File: config.mk
export PLATFORM = sky130hd
export DESIGN_NAME = midi_stream_parser_core
export DESIGN_NICKNAME = d
export VERILOG_FILES = /design/src/hw/rtl/msp_pkg.sv /design/src/hw/rtl/msp_cfg.sv /design/src/hw/rtl/msp_parse.sv /design/src/hw/rtl/midi_stream_parser_core.sv
export VERILOG_INCLUDE_DIRS = /design/src /design/src/hw/rtl
export SDC_FILE = /design/constraint.sdc
export NUM_CORES = 1
export LEC_CHECK = 0
export BUFFER_PORTS_ARGS = -buffer_cell sky130_fd_sc_hd__buf_2
export CORE_ASPECT_RATIO = 0.6
export CORE_UTILIZATION = 60
export DETAILED_ROUTE_END_ITERATION = 8
export GPL_ROUTABILITY_DRIVEN = 0
export GPL_TIMING_DRIVEN = 0
export PLACE_DENSITY = 0.82
export SLEW_MARGIN = 10
export SYNTH_ARGS = -nofsm -noshare
export SYNTH_HDL_FRONTEND = slang
export SYNTH_SLANG_ARGS = --single-unit
File: constraint.sdc
create_clock -name clk -period 7.3 [get_ports clk]
set_input_delay 0.73 -clock clk [delete_from_list [all_inputs] [get_ports clk]]
set_output_delay 0.73 -clock clk [all_outputs]
set_load 0.01 [all_outputs]
File: src/hw/rtl/assert_macros.svh
// Assertion helpers used by the RTL.
`ifndef ASSERT_MACROS_SVH
`define ASSERT_MACROS_SVH

// Clocked property, disabled while reset is asserted.
`define ASSERT_CLK(label, clk, rst_n, prop, msg) \
    label: assert property (@(posedge clk) disable iff (!rst_n) prop) else $error(msg);

// Condition that must never hold at a clock edge out of reset.
`define ASSERT_NEVER(label, clk, rst_n, cond, msg) \
    label: assert property (@(posedge clk) disable iff (!rst_n) !(cond)) else $error(msg);

`endif

File: src/hw/rtl/msp_pkg.sv
package msp_pkg;

    localparam int SYSEX_COUNT_BITS = 16;

    typedef logic [SYSEX_COUNT_BITS-1:0] cnt_t;

    typedef enum logic [2:0] {
        KIND_NONE   = 3'd0,
        KIND_VOICE  = 3'd1,
        KIND_COMMON = 3'd2,
        KIND_RT     = 3'd3,
        KIND_SYSEX  = 3'd4
    } kind_t;

    localparam int CFG_IDX_W = 3;
    localparam logic [CFG_IDX_W-1:0] CFG_VOICE_MASK  = 3'd0;
    localparam logic [CFG_IDX_W-1:0] CFG_COMMON_MASK = 3'd1;
    localparam logic [CFG_IDX_W-1:0] CFG_RT_MASK     = 3'd2;
    localparam logic [CFG_IDX_W-1:0] CFG_CHAN_SEL    = 3'd3;
    localparam logic [CFG_IDX_W-1:0] CFG_SYSEX_EN    = 3'd4;
    localparam logic [CFG_IDX_W-1:0] CFG_SYSEX_LIMIT = 3'd5;

    localparam logic [7:0] ST_MIN       = 8'h80;
    localparam logic [7:0] ST_VOICE_MAX = 8'hEF;
    localparam logic [7:0] ST_SOX       = 8'hF0;
    localparam logic [7:0] ST_EOX       = 8'hF7;
    localparam logic [7:0] ST_RT_MIN    = 8'hF8;
    localparam logic [4:0] CHAN_ALL     = 5'd16;

    typedef struct packed {
        logic [7:0]  voice_mask;
        logic [7:0]  common_mask;
        logic [7:0]  rt_mask;
        logic [4:0]  chan_sel;
        logic        sysex_en;
        logic [15:0] sysex_limit;
    } cfg_t;

    typedef struct packed {
        logic        captured;
        logic        msg_ready;
        kind_t       msg_kind;
        logic [7:0]  status_out;
        logic [6:0]  first_data;
        logic [6:0]  second_data;
        logic [1:0]  msg_length;
        logic [15:0] sysex_length;
        logic        sysex_error;
        logic        sysex_busy;
        logic [15:0] sysex_write_index;
    } result_t;

    function automatic logic [1:0] status_len(logic [7:0] s);
        logic [1:0] len;
        len = 2'd0;
        if (s >= ST_RT_MIN) begin
            len = 2'd1;
        end
        else if (s >= ST_SOX) begin
            case (s[3:0])
                4'h1:    len = 2'd2;
                4'h2:    len = 2'd3;
                4'h3:    len = 2'd2;
                4'h6:    len = 2'd1;
                default: len = 2'd0;
            endcase
        end
        else if (s >= ST_MIN) begin
            len = (s[7:4] == 4'hC || s[7:4] == 4'hD) ? 2'd2 : 2'd3;
        end
        return len;
    endfunction

    function automatic logic [15:0] low16(cnt_t v);
        logic [31:0] w;
        w = 32'(v);
        return w[15:0];
    endfunction

endpackage

File: src/hw/rtl/msp_cfg.sv
module msp_cfg (
    input  logic                          clk,
    input  logic                          rst_n,
    input  logic                          cfg_valid,
    output logic                          cfg_ready,
    input  logic [msp_pkg::CFG_IDX_W-1:0] cfg_index,
    input  logic [15:0]                   cfg_data,
    output msp_pkg::cfg_t                 cfg,
    output logic                          clr_sysex
);
    import msp_pkg::*;

    cfg_t cfg_reg;
    cfg_t cfg_next;
    logic wr;

    assign cfg_ready = 1'b1;
    assign wr        = cfg_valid && cfg_ready;
    assign cfg       = cfg_reg;

    always_comb
    begin
        cfg_next  = cfg_reg;
        clr_sysex = 1'b0;
        if (wr)
        begin
            case (cfg_index)
                CFG_VOICE_MASK:  cfg_next.voice_mask  = cfg_data[7:0];
                CFG_COMMON_MASK: cfg_next.common_mask = cfg_data[7:0];
                CFG_RT_MASK:     cfg_next.rt_mask     = cfg_data[7:0];
                CFG_CHAN_SEL:    cfg_next.chan_sel    = cfg_data[4:0];
                CFG_SYSEX_EN:
                begin
                    cfg_next.sysex_en = cfg_data[0];
                    clr_sysex         = 1'b1;
                end
                CFG_SYSEX_LIMIT:
                begin
                    cfg_next.sysex_limit = cfg_data;
                    clr_sysex            = 1'b1;
                end
                default: ;
            endcase
        end
    end

    always_ff @(posedge clk or negedge rst_n)
    begin
        if (!rst_n)
        begin
            cfg_reg.voice_mask  <= 8'hFF;
            cfg_reg.common_mask <= 8'hFF;
            cfg_reg.rt_mask     <= 8'hFF;
            cfg_reg.chan_sel    <= CHAN_ALL;
            cfg_reg.sysex_en    <= 1'b0;
            cfg_reg.sysex_limit <= 16'd0;
        end
        else
        begin
            cfg_reg <= cfg_next;
        end
    end

endmodule

File: src/hw/rtl/msp_parse.sv
module msp_parse (
    input  logic             clk,
    input  logic             rst_n,
    input  logic             advance,
    input  logic [7:0]       byte_in,
    input  msp_pkg::cfg_t    cfg,
    input  logic             clr_sysex,
    output msp_pkg::result_t res
);
    import msp_pkg::*;

    logic [7:0] mb0_reg, mb0_next;
    logic [6:0] mb1_reg, mb1_next;
    logic [6:0] mb2_reg, mb2_next;
    logic [7:0] rt_reg, rt_next;
    logic [1:0] exp_reg, exp_next;
    logic [1:0] rem_reg, rem_next;
    kind_t      pend_reg, pend_next;
    kind_t      parsed_reg, parsed_next;
    logic       run_ok_reg, run_ok_next;
    logic       in_sysex_reg, in_sysex_next;
    cnt_t       cnt_reg, cnt_next;
    cnt_t       total_reg, total_next;

    logic       cap;
    logic       rdy;
    logic       err;
    cnt_t       widx;
    logic [1:0] blen;
    logic [1:0] rem_eff;
    logic [1:0] idx;
    logic       pass;
    logic [1:0] olen;
    logic [7:0] ost;

    assign blen = status_len(byte_in);

    always_comb
    begin
        mb0_next      = mb0_reg;
        mb1_next      = mb1_reg;
        mb2_next      = mb2_reg;
        rt_next       = rt_reg;
        exp_next      = exp_reg;
        rem_next      = rem_reg;
        pend_next     = pend_reg;
        parsed_next   = parsed_reg;
        run_ok_next   = run_ok_reg;
        in_sysex_next = in_sysex_reg;
        cnt_next      = cnt_reg;
        total_next    = total_reg;
        cap           = 1'b0;
        rdy           = 1'b0;
        err           = 1'b0;
        widx          = '0;
        pass          = 1'b0;
        rem_eff       = rem_reg;
        idx           = 2'd0;

        if (byte_in >= ST_RT_MIN)
        begin
            cap = cfg.rt_mask[~byte_in[2:0]];
            if (cap)
            begin
                parsed_next = KIND_RT;
                rt_next     = byte_in;
            end
            rdy = cap;
        end
        else if (byte_in >= ST_MIN)
        begin
            run_ok_next = 1'b0;
            pend_next   = KIND_NONE;
            rem_next    = 2'd0;
            exp_next    = 2'd0;
            if (byte_in == ST_EOX)
            begin
                if (in_sysex_reg)
                begin
                    in_sysex_next = 1'b0;
                    if (cfg.sysex_en)
                    begin
                        parsed_next = KIND_SYSEX;
                        cap         = 1'b1;
                        total_next  = cnt_reg;
                        rdy         = 1'b1;
                    end
                end
                else
                begin
                    err        = 1'b1;
                    total_next = '0;
                    cnt_next   = '0;
                end
            end
            else
            begin
                if (in_sysex_reg)
                begin
                    in_sysex_next = 1'b0;
                    err           = 1'b1;
                    total_next    = cnt_reg;
                end
                if (byte_in == ST_SOX)
                begin
                    in_sysex_next = 1'b1;
                    cnt_next      = '0;
                    pend_next     = KIND_SYSEX;
                    cap           = cfg.sysex_en;
                end
                else
                begin
                    if (byte_in <= ST_VOICE_MAX)
                    begin
                        pend_next = KIND_VOICE;
                        pass = (cfg.chan_sel == CHAN_ALL) ||
                               ({1'b0, byte_in[3:0]} == cfg.chan_sel);
                        cap  = pass && cfg.voice_mask[~byte_in[6:4]];
                    end
                    else
                    begin
                        pend_next = KIND_COMMON;
                        cap = (blen != 2'd0) && cfg.common_mask[~byte_in[2:0]];
                    end
                    if (cap)
                    begin
                        exp_next = blen;
                        rem_next = blen - 2'd1;
                        mb0_next = byte_in;
                        if (blen == 2'd1)
                        begin
                            parsed_next = KIND_COMMON;
                            rdy         = 1'b1;
                        end
                    end
                end
            end
        end
        else if (in_sysex_reg)
        begin
            if (cfg.sysex_en)
            begin
                if (cfg.sysex_limit == 16'd0)
                begin
                    cap  = 1'b1;
                    widx = cnt_reg;
                    if (cnt_reg != '1)
                    begin
                        cnt_next = cnt_reg + cnt_t'(1);
                    end
                end
                else if (32'(cnt_reg) >= 32'(cfg.sysex_limit))
                begin
                    err           = 1'b1;
                    in_sysex_next = 1'b0;
                    total_next    = cnt_reg;
                end
                else
                begin
                    cap      = 1'b1;
                    widx     = cnt_reg;
                    cnt_next = cnt_reg + cnt_t'(1);
                end
            end
        end
        else
        begin
            if (run_ok_reg)
            begin
                rem_eff     = status_len(mb0_reg) - 2'd1;
                run_ok_next = 1'b0;
            end
            rem_next = rem_eff;
            if (rem_eff != 2'd0)
            begin
                idx = exp_reg - rem_eff;
                case (idx)
                    2'd0:    mb0_next = byte_in;
                    2'd1:    mb1_next = byte_in[6:0];
                    2'd2:    mb2_next = byte_in[6:0];
                    default: ;
                endcase
                rem_next = rem_eff - 2'd1;
                cap      = 1'b1;
                if (rem_next == 2'd0)
                begin
                    parsed_next = pend_reg;
                    if (pend_reg == KIND_VOICE)
                    begin
                        run_ok_next = 1'b1;
                    end
                    rdy = 1'b1;
                end
            end
        end
    end

    always_comb
    begin
        ost  = 8'd0;
        olen = 2'd0;
        if (parsed_next == KIND_VOICE || parsed_next == KIND_COMMON)
        begin
            ost  = mb0_next;
            olen = status_len(mb0_next);
        end
        else if (parsed_next == KIND_RT)
        begin
            ost  = rt_next;
            olen = 2'd1;
        end
        res.captured          = cap;
        res.msg_ready         = rdy;
        res.msg_kind          = parsed_next;
        res.status_out        = ost;
        res.first_data        = (olen >= 2'd2) ? mb1_next : 7'd0;
        res.second_data       = (olen == 2'd3) ? mb2_next : 7'd0;
        res.msg_length        = olen;
        res.sysex_length      = low16(total_next);
        res.sysex_error       = err;
        res.sysex_busy        = in_sysex_next;
        res.sysex_write_index = low16(widx);
    end

    always_ff @(posedge clk or negedge rst_n)
    begin
        if (!rst_n)
        begin
            mb0_reg      <= 8'd0;
            mb1_reg      <= 7'd0;
            mb2_reg      <= 7'd0;
            rt_reg       <= 8'd0;
            exp_reg      <= 2'd0;
            rem_reg      <= 2'd0;
            pend_reg     <= KIND_NONE;
            parsed_reg   <= KIND_NONE;
            run_ok_reg   <= 1'b0;
            in_sysex_reg <= 1'b0;
            cnt_reg      <= '0;
            total_reg    <= '0;
        end
        else if (clr_sysex)
        begin
            cnt_reg   <= '0;
            total_reg <= '0;
        end
        else if (advance)
        begin
            mb0_reg      <= mb0_next;
            mb1_reg      <= mb1_next;
            mb2_reg      <= mb2_next;
            rt_reg       <= rt_next;
            exp_reg      <= exp_next;
            rem_reg      <= rem_next;
            pend_reg     <= pend_next;
            parsed_reg   <= parsed_next;
            run_ok_reg   <= run_ok_next;
            in_sysex_reg <= in_sysex_next;
            cnt_reg      <= cnt_next;
            total_reg    <= total_next;
        end
    end

endmodule

File: src/hw/rtl/midi_stream_parser_core.sv
// MIDI byte-stream parser: one received byte per item in, one result per item out, at
// a sustained rate of one item per clock while out_ready stays high (input register,
// then a single pass of parse logic into the result register). Running status, message
// filtering by type masks and channel, and SysEx tracking are resolved in that one pass;
// the result register lets the next byte enter while a result waits on out_ready.
// Captured SysEx data bytes come with sysex_write_index for an external buffer.
// Configuration writes (cfg_index 0..5) are taken every cycle and must be issued only
// while no item is in flight; writing the SysEx enable or limit clears the SysEx counts.
`include "assert_macros.svh"

module midi_stream_parser_core (
    input  logic                          clk,
    input  logic                          rst_n,
    input  logic                          in_valid,
    output logic                          in_ready,
    input  logic [7:0]                    data_byte,
    output logic                          out_valid,
    input  logic                          out_ready,
    output logic                          captured,
    output logic                          msg_ready,
    output logic [2:0]                    msg_kind,
    output logic [7:0]                    status_out,
    output logic [6:0]                    first_data,
    output logic [6:0]                    second_data,
    output logic [1:0]                    msg_length,
    output logic [15:0]                   sysex_length,
    output logic                          sysex_error,
    output logic                          sysex_busy,
    output logic [15:0]                   sysex_write_index,
    input  logic                          cfg_valid,
    output logic                          cfg_ready,
    input  logic [msp_pkg::CFG_IDX_W-1:0] cfg_index,
    input  logic [15:0]                   cfg_data
);
    import msp_pkg::*;

    cfg_t       cfg;
    logic       clr_sysex;
    result_t    res;
    logic       advance;

    logic       in_valid_reg, in_valid_next;
    logic [7:0] in_byte_reg;
    logic       out_valid_reg, out_valid_next;
    result_t    res_reg;

    msp_cfg u_cfg (
        .clk       (clk),
        .rst_n     (rst_n),
        .cfg_valid (cfg_valid),
        .cfg_ready (cfg_ready),
        .cfg_index (cfg_index),
        .cfg_data  (cfg_data),
        .cfg       (cfg),
        .clr_sysex (clr_sysex)
    );

    msp_parse u_parse (
        .clk       (clk),
        .rst_n     (rst_n),
        .advance   (advance),
        .byte_in   (in_byte_reg),
        .cfg       (cfg),
        .clr_sysex (clr_sysex),
        .res       (res)
    );

    assign advance  = in_valid_reg && (!out_valid_reg || out_ready);
    assign in_ready = !in_valid_reg || advance;

    always_comb
    begin
        in_valid_next = in_valid_reg;
        if (in_ready)
        begin
            in_valid_next = in_valid;
        end
        out_valid_next = out_valid_reg;
        if (advance)
        begin
            out_valid_next = 1'b1;
        end
        else if (out_ready)
        begin
            out_valid_next = 1'b0;
        end
    end

    always_ff @(posedge clk or negedge rst_n)
    begin
        if (!rst_n)
        begin
            in_valid_reg  <= 1'b0;
            out_valid_reg <= 1'b0;
        end
        else
        begin
            in_valid_reg  <= in_valid_next;
            out_valid_reg <= out_valid_next;
        end
    end

    always_ff @(posedge clk)
    begin
        if (in_valid && in_ready)
        begin
            in_byte_reg <= data_byte;
        end
        if (advance)
        begin
            res_reg <= res;
        end
    end

    assign out_valid         = out_valid_reg;
    assign captured          = res_reg.captured;
    assign msg_ready         = res_reg.msg_ready;
    assign msg_kind          = res_reg.msg_kind;
    assign status_out        = res_reg.status_out;
    assign first_data        = res_reg.first_data;
    assign second_data       = res_reg.second_data;
    assign msg_length        = res_reg.msg_length;
    assign sysex_length      = res_reg.sysex_length;
    assign sysex_error       = res_reg.sysex_error;
    assign sysex_busy        = res_reg.sysex_busy;
    assign sysex_write_index = res_reg.sysex_write_index;

    `ASSERT_CLK(a_ready_has_kind, clk, rst_n, out_valid_reg && res_reg.msg_ready |-> res_reg.msg_kind != KIND_NONE, "message ready with no kind")
    `ASSERT_CLK(a_widx_in_sysex, clk, rst_n, out_valid_reg && res_reg.sysex_write_index != 16'd0 |-> res_reg.captured && res_reg.sysex_busy, "write index outside captured sysex data")
    `ASSERT_CLK(a_in_hold, clk, rst_n, in_valid_reg && !advance |=> in_valid_reg && $stable(in_byte_reg), "pending input item lost")
    `ASSERT_NEVER(a_cfg_in_flight, clk, rst_n, clr_sysex && advance, "config write while an item is in flight")

endmodule

Word-level counts from Yosys, hierarchy flattened

Cells that the tools add are included.

Mux-type cells: 151
Magnitude comparators: 14
Add/sub/neg operators: 5
Reductions and logical operators: 38
Eq/ne operators: 42
Bitwise operators: 6

Operator list:

| operator                                                  | count |
|---|---|
| 2-to-1 mux 16 bit                                         | 26 |
| 2-to-1 mux 8 bit                                          | 12 |
| greater-or-equal comparator 8 bit (second input constant) | 9 |
| 2-to-1 mux 7 bit                                          | 10 |
| 2-to-1 mux 2 bit                                          | 28 |
| 2-to-1 mux 1 bit                                          | 55 |
| 2-to-1 mux 3 bit                                          | 14 |
| equality test 4 x 2 -> 1 bit (second input constant)      | 6 |
| equality test 4 bit (second input constant)               | 6 |
| case mux 2 bit (3 select lines)                           | 3 |
| adder 16 x 1 -> 16 bit (second input constant)            | 1 |
| equality test 8 bit (second input constant)               | 2 |
| greater-or-equal comparator 16 bit                        | 1 |
| logical NOT 16 bit                                        | 1 |
| != test 16 bit (second input constant)                    | 1 |
| AND reduction 2 bit                                       | 7 |
| equality test 3 x 2 -> 1 bit (second input constant)      | 4 |
| equality test 4 x 1 -> 1 bit (second input constant)      | 3 |
| equality test 4 x 3 -> 1 bit (second input constant)      | 3 |
| binary-select mux 1 bit (select 3 bit)                    | 3 |
| equality test 3 x 1 -> 1 bit (second input constant)      | 3 |
| less-or-equal comparator 8 bit (second input constant)    | 1 |
| < comparator 3 x 4 -> 1 bit (second input constant)       | 2 |
| != test 4 bit (second input constant)                     | 2 |
| 24 further kinds                                          | 53 |

Input bits: 32
Register bits after elaboration: 193
Word-level logic and storage cells: 288
Output and inout bits: 66

Logic depth before layout (Yosys ltp)

Word-level depth: 30
Depth in mapped cells: 16
Depth with buffers taken out: 12

Cells and area by module

A second synthesis with hierarchy kept.

Cell total of the unflattened synthesis: 973
Area total of the unflattened synthesis: 10,756.6 um^2

By module, submodules not included:

| module                  | cells an instance | area each (um^2) | sequential area each (um^2) | times used |
|---|---|---|---|---|
| msp_parse               | 789               | 6,698.9          | 1,851.8                     | 1 |
| midi_stream_parser_core | 79                | 2,235.9          | 2,182.1                     | 1 |
| msp_cfg                 | 105               | 1,821.7          | 1,182.4                     | 1 |

Worst setup path after synthesis

Ideal clock, no wire load.

Path type: in2reg
Start: input out_ready
End: register u_parse.rt_reg[0]
Slack: 3,549 ps
Data arrival time: 3,626 ps
Path buffers: 1
Cell stages on the path: 7
Library setup time: 125 ps
Data required time: 7,175 ps
Cell sequence: nand2b_1 > nand2_1 > inv_1 > nand2_1 > clkbuf_1 > nor3_1 > mux2_2

Longest elaborated chain between the ends: 3

Ends and longest elaborated chain:

| element                              | RTL line                      | text |
|---|---|---|
| start, declared                      | midi_stream_parser_core.sv:18 | `input logic out_ready,` |
| logical OR 1 bit                     | midi_stream_parser_core.sv:68 | `assign advance = in_valid_reg && (!out_valid_reg \|\| out_ready);` |
| logical AND 1 bit                    | midi_stream_parser_core.sv:68 |  |
| via advance                          | midi_stream_parser_core.sv:40 | `logic advance;` |
| AND reduction 2 bit (no source line) | --                            |  |
| end signal, assigned                 | msp_parse.sv:252              | `rt_reg <= rt_next;` |
| end, declared                        | msp_parse.sv:15               | `logic [7:0] rt_reg, rt_next;` |

The timed path passes the listed nets, and every way through them passes these cells.
A chain may end at the register's enable or synchronous reset.

==> out/metrics.csv <==
metric,value,unit
status,completed,
start_util,0.6271,
synth.avg_cell_area,11.70,um^2
place.port_buffers,96,
drt-initial-drc-count,821,
fin_skew,0.01128,ns
dp_hpwl,17140,um
dieHeight,101.2,um
dp_cells,1140,
path_max_fanout,10,
rsz0062_at_grt,no,
drc,0,
synth_flop_cell,dfrtp_1,
post_cts_buffers,0,
syn_nets,892,
relSlewSlack,0.2473,
p_leak,4.790,nW
cts-root-buf,clkbuf_16,
synth_area_leader_cell,dfrtp_1,
via_per_inst,6.381,
grt_pass1_wl,38900,um
synth_edf_count,71,
ios,98,
powerDensity,288.2,mW/mm^2
synth_area,0.009831,mm^2
required,7.45,ns
fin_crit_sh,0.5855,
overflow,0,
seq_area_frac_synth,0.5306,
finalHoldViolCount,0,
clockBufferDepth,2,
arrival,4.42,ns
postCtsHoldBufs,0,
cts_sinks,193,
vias,7478,
period_needed,4.274,ns
cts_buffers,17,
clkPwrFrac,0.286,
layout.cells.non_filler,1172,
synth_top_area_frac,0.2469,
p_sw,1.038,mW
fin_ws,3.026,ns
layout-drive-gt1-share,0.3117,
pwr-share-comb,0.253,
die_w,167.3,um
grt_usage,0.3002,
placement_rows,35,
synth_common_cells,"dfrtp_1 (97), nand2_1 (89), mux2_2 (78)",
fmax,234.0,MHz
fp.coreArea,0.01568,mm^2
end_kind,flop,
worstMarginPinSlew,1.120,ns
cts-resized-gates,0,
synthTopCellsByArea,"dfrtp_1 (25%), edfxtp_1 (22%), mux2_2 (8.9%), dfstp_2 (6.7%), nand2_1 (3.4%)",
grt_max_degree,72,
drt-pass1-iter-count,6,
area_delta_synth_final,13.78,%
ys_warn_count,0,
die_area,0.01692,mm^2
maxCapViolCount,0,
fin_nets,1008,
yosysMostFrequentCell,dfrtp_1,
multiInputGateArea,0.004270,mm^2
antenna_found_initial,0,
ys_async_sr_fraction,0.6321,
pwr-share-seq,0.461,
hp-class,in2async,
fin_tns_setup,0,ns
layout.core_utilization,0.7135,
ys_types,84,
post_drt_wl_per_cell,20.76,um
power.internal,2.186,mW
cts_tree,done,
htree_levels,4,
p_sw_frac,0.3219,
wirelength,24330,um
seqCellArea,0.005216,mm^2
setup_viol,0,
finalHoldWorstSlack,0.2374,ns
start_kind,flop,
antennaDiodeCount,0,
path_clk_slew,0.07,ns
critPathKind,reg2reg,
largest_register_ffs,46,
syn_inst,840,
final_antenna_net_count,0,
vdd_drop_max,0.1472,mV
fill_cells,1115,
synth-seq-cells,193,
grt_pass1_vias,6962,
place_ws,3.347,ns
clock_latency,0.43,ns
slew_viol_final,0,
-- stage by stage --
step	area, um^2	power (mW)
floorplan	9831	2.056
global placement	10570	2.260
detailed placement	10610	2.298
CTS	11190	3.212
global route	11190	3.361
finish	11190	3.223
-- layout make-up --
cell class              count  area share
multi-input cells         571      0.3818
inverters                  32     0.01096
flip-flops and latches    193      0.4663
well taps                 203     0.02271
plain buffers              44     0.02058
clock buffers              17     0.03803
clock inverters            15     0.01365
repair buffers             97     0.04597
-- metal layers --
metal  GRT usage  up-vias  wire [um]
li1            -     3343          -
met1      0.4798     3649      11560
met2      0.4110      452       9831
met3     0.07268       34       2711
met4     0.06281        0        235
met5           0        -          0
-- power groups by stage --
stage | Combinational, mW | Sequential (mW) | Clock (mW)
2_1_floorplan | 0.573 | 1.48 | 0
3_3_place_gp | 0.771 | 1.49 | 0
3_5_place_dp | 0.799 | 1.50 | 0
4_1_cts | 0.808 | 1.48 | 0.923
5_1_grt | 0.889 | 1.51 | 0.964
6_report | 0.816 | 1.48 | 0.923
-- cell usage in the layout, fill, tap and decap left out, drive strengths merged, types with 7 or more instances in the layout --
cell type | synthesis | final
a21o | 10 | 10
a21oi | 30 | 30
a31oi | 7 | 7
and2 | 18 | 18
buf | 21 | 118
clkbuf | 23 | 40
dfrtp | 97 | 97
dfstp | 25 | 25
edfxtp | 71 | 71
ha | 20 | 20
inv | 32 | 38
mux2 | 80 | 80
mux2i | 20 | 20
nand2 | 89 | 89
nand2b | 15 | 15
nand3 | 12 | 12
nand4 | 12 | 12
nor2 | 60 | 60
nor3 | 14 | 14
nor4 | 21 | 21
o21ai | 22 | 22
o221ai | 15 | 15
o22ai | 17 | 17
o31ai | 8 | 8
o32ai | 7 | 7
or2 | 8 | 8
-- logic make-up (layout without fill, tap and decap cells) --
family | count (synthesis) | count (layout) | share of synthesized area
compound gates | 156 | 156 | 0.1235
xor+xnor | 9 | 9 | 0.008783
fa+ha+maj | 20 | 20 | 0.02546
buf+inv | 76 | 205 | 0.03564
flops | 193 | 193 | 0.5306
mux | 103 | 103 | 0.1193
other cells | 1 | 1 | 0.0003815
simple gates | 282 | 282 | 0.1564
-- worst max-delay path, cell delays in order, from the launching register on --
cell and delay, ns:
edfxtp_1 0.38, buf_6 0.17, clkbuf_1 0.44, nand2b_1 0.18, o21ai_0 0.16, nand2_1 0.15
nand2_1 0.14, ha_1 0.26, a221oi_1 0.24, a21oi_1 0.19, inv_1 0.21, nand4_1 0.24
o211a_1 0.20, buf_2 0.16, xnor2_2 0.31, buf_2 0.39, o32ai_1 0.16
-- final timing paths --
path / depth (start not counted) / slack, ns / from / to
max in group asynchronous: 2 / 6.33 / rst_n / u_parse.total_reg[6]
worst max register to register: 16 / 3.03 / in_byte_reg[3] / status_out[2]
worst min register to register: 1 / 0.47 / u_parse.rt_reg[4] / u_parse.rt_reg[4]
worst max-delay path: 16 / 3.03 / in_byte_reg[3] / status_out[2]
worst min-delay path: 1 / 0.24 / rst_n / u_parse.mb2_reg[5]
min in group clk: 1 / 0.47 / data_byte[5] / in_byte_reg[5]
No activity file was read; power rests on OpenSTA's default activity.
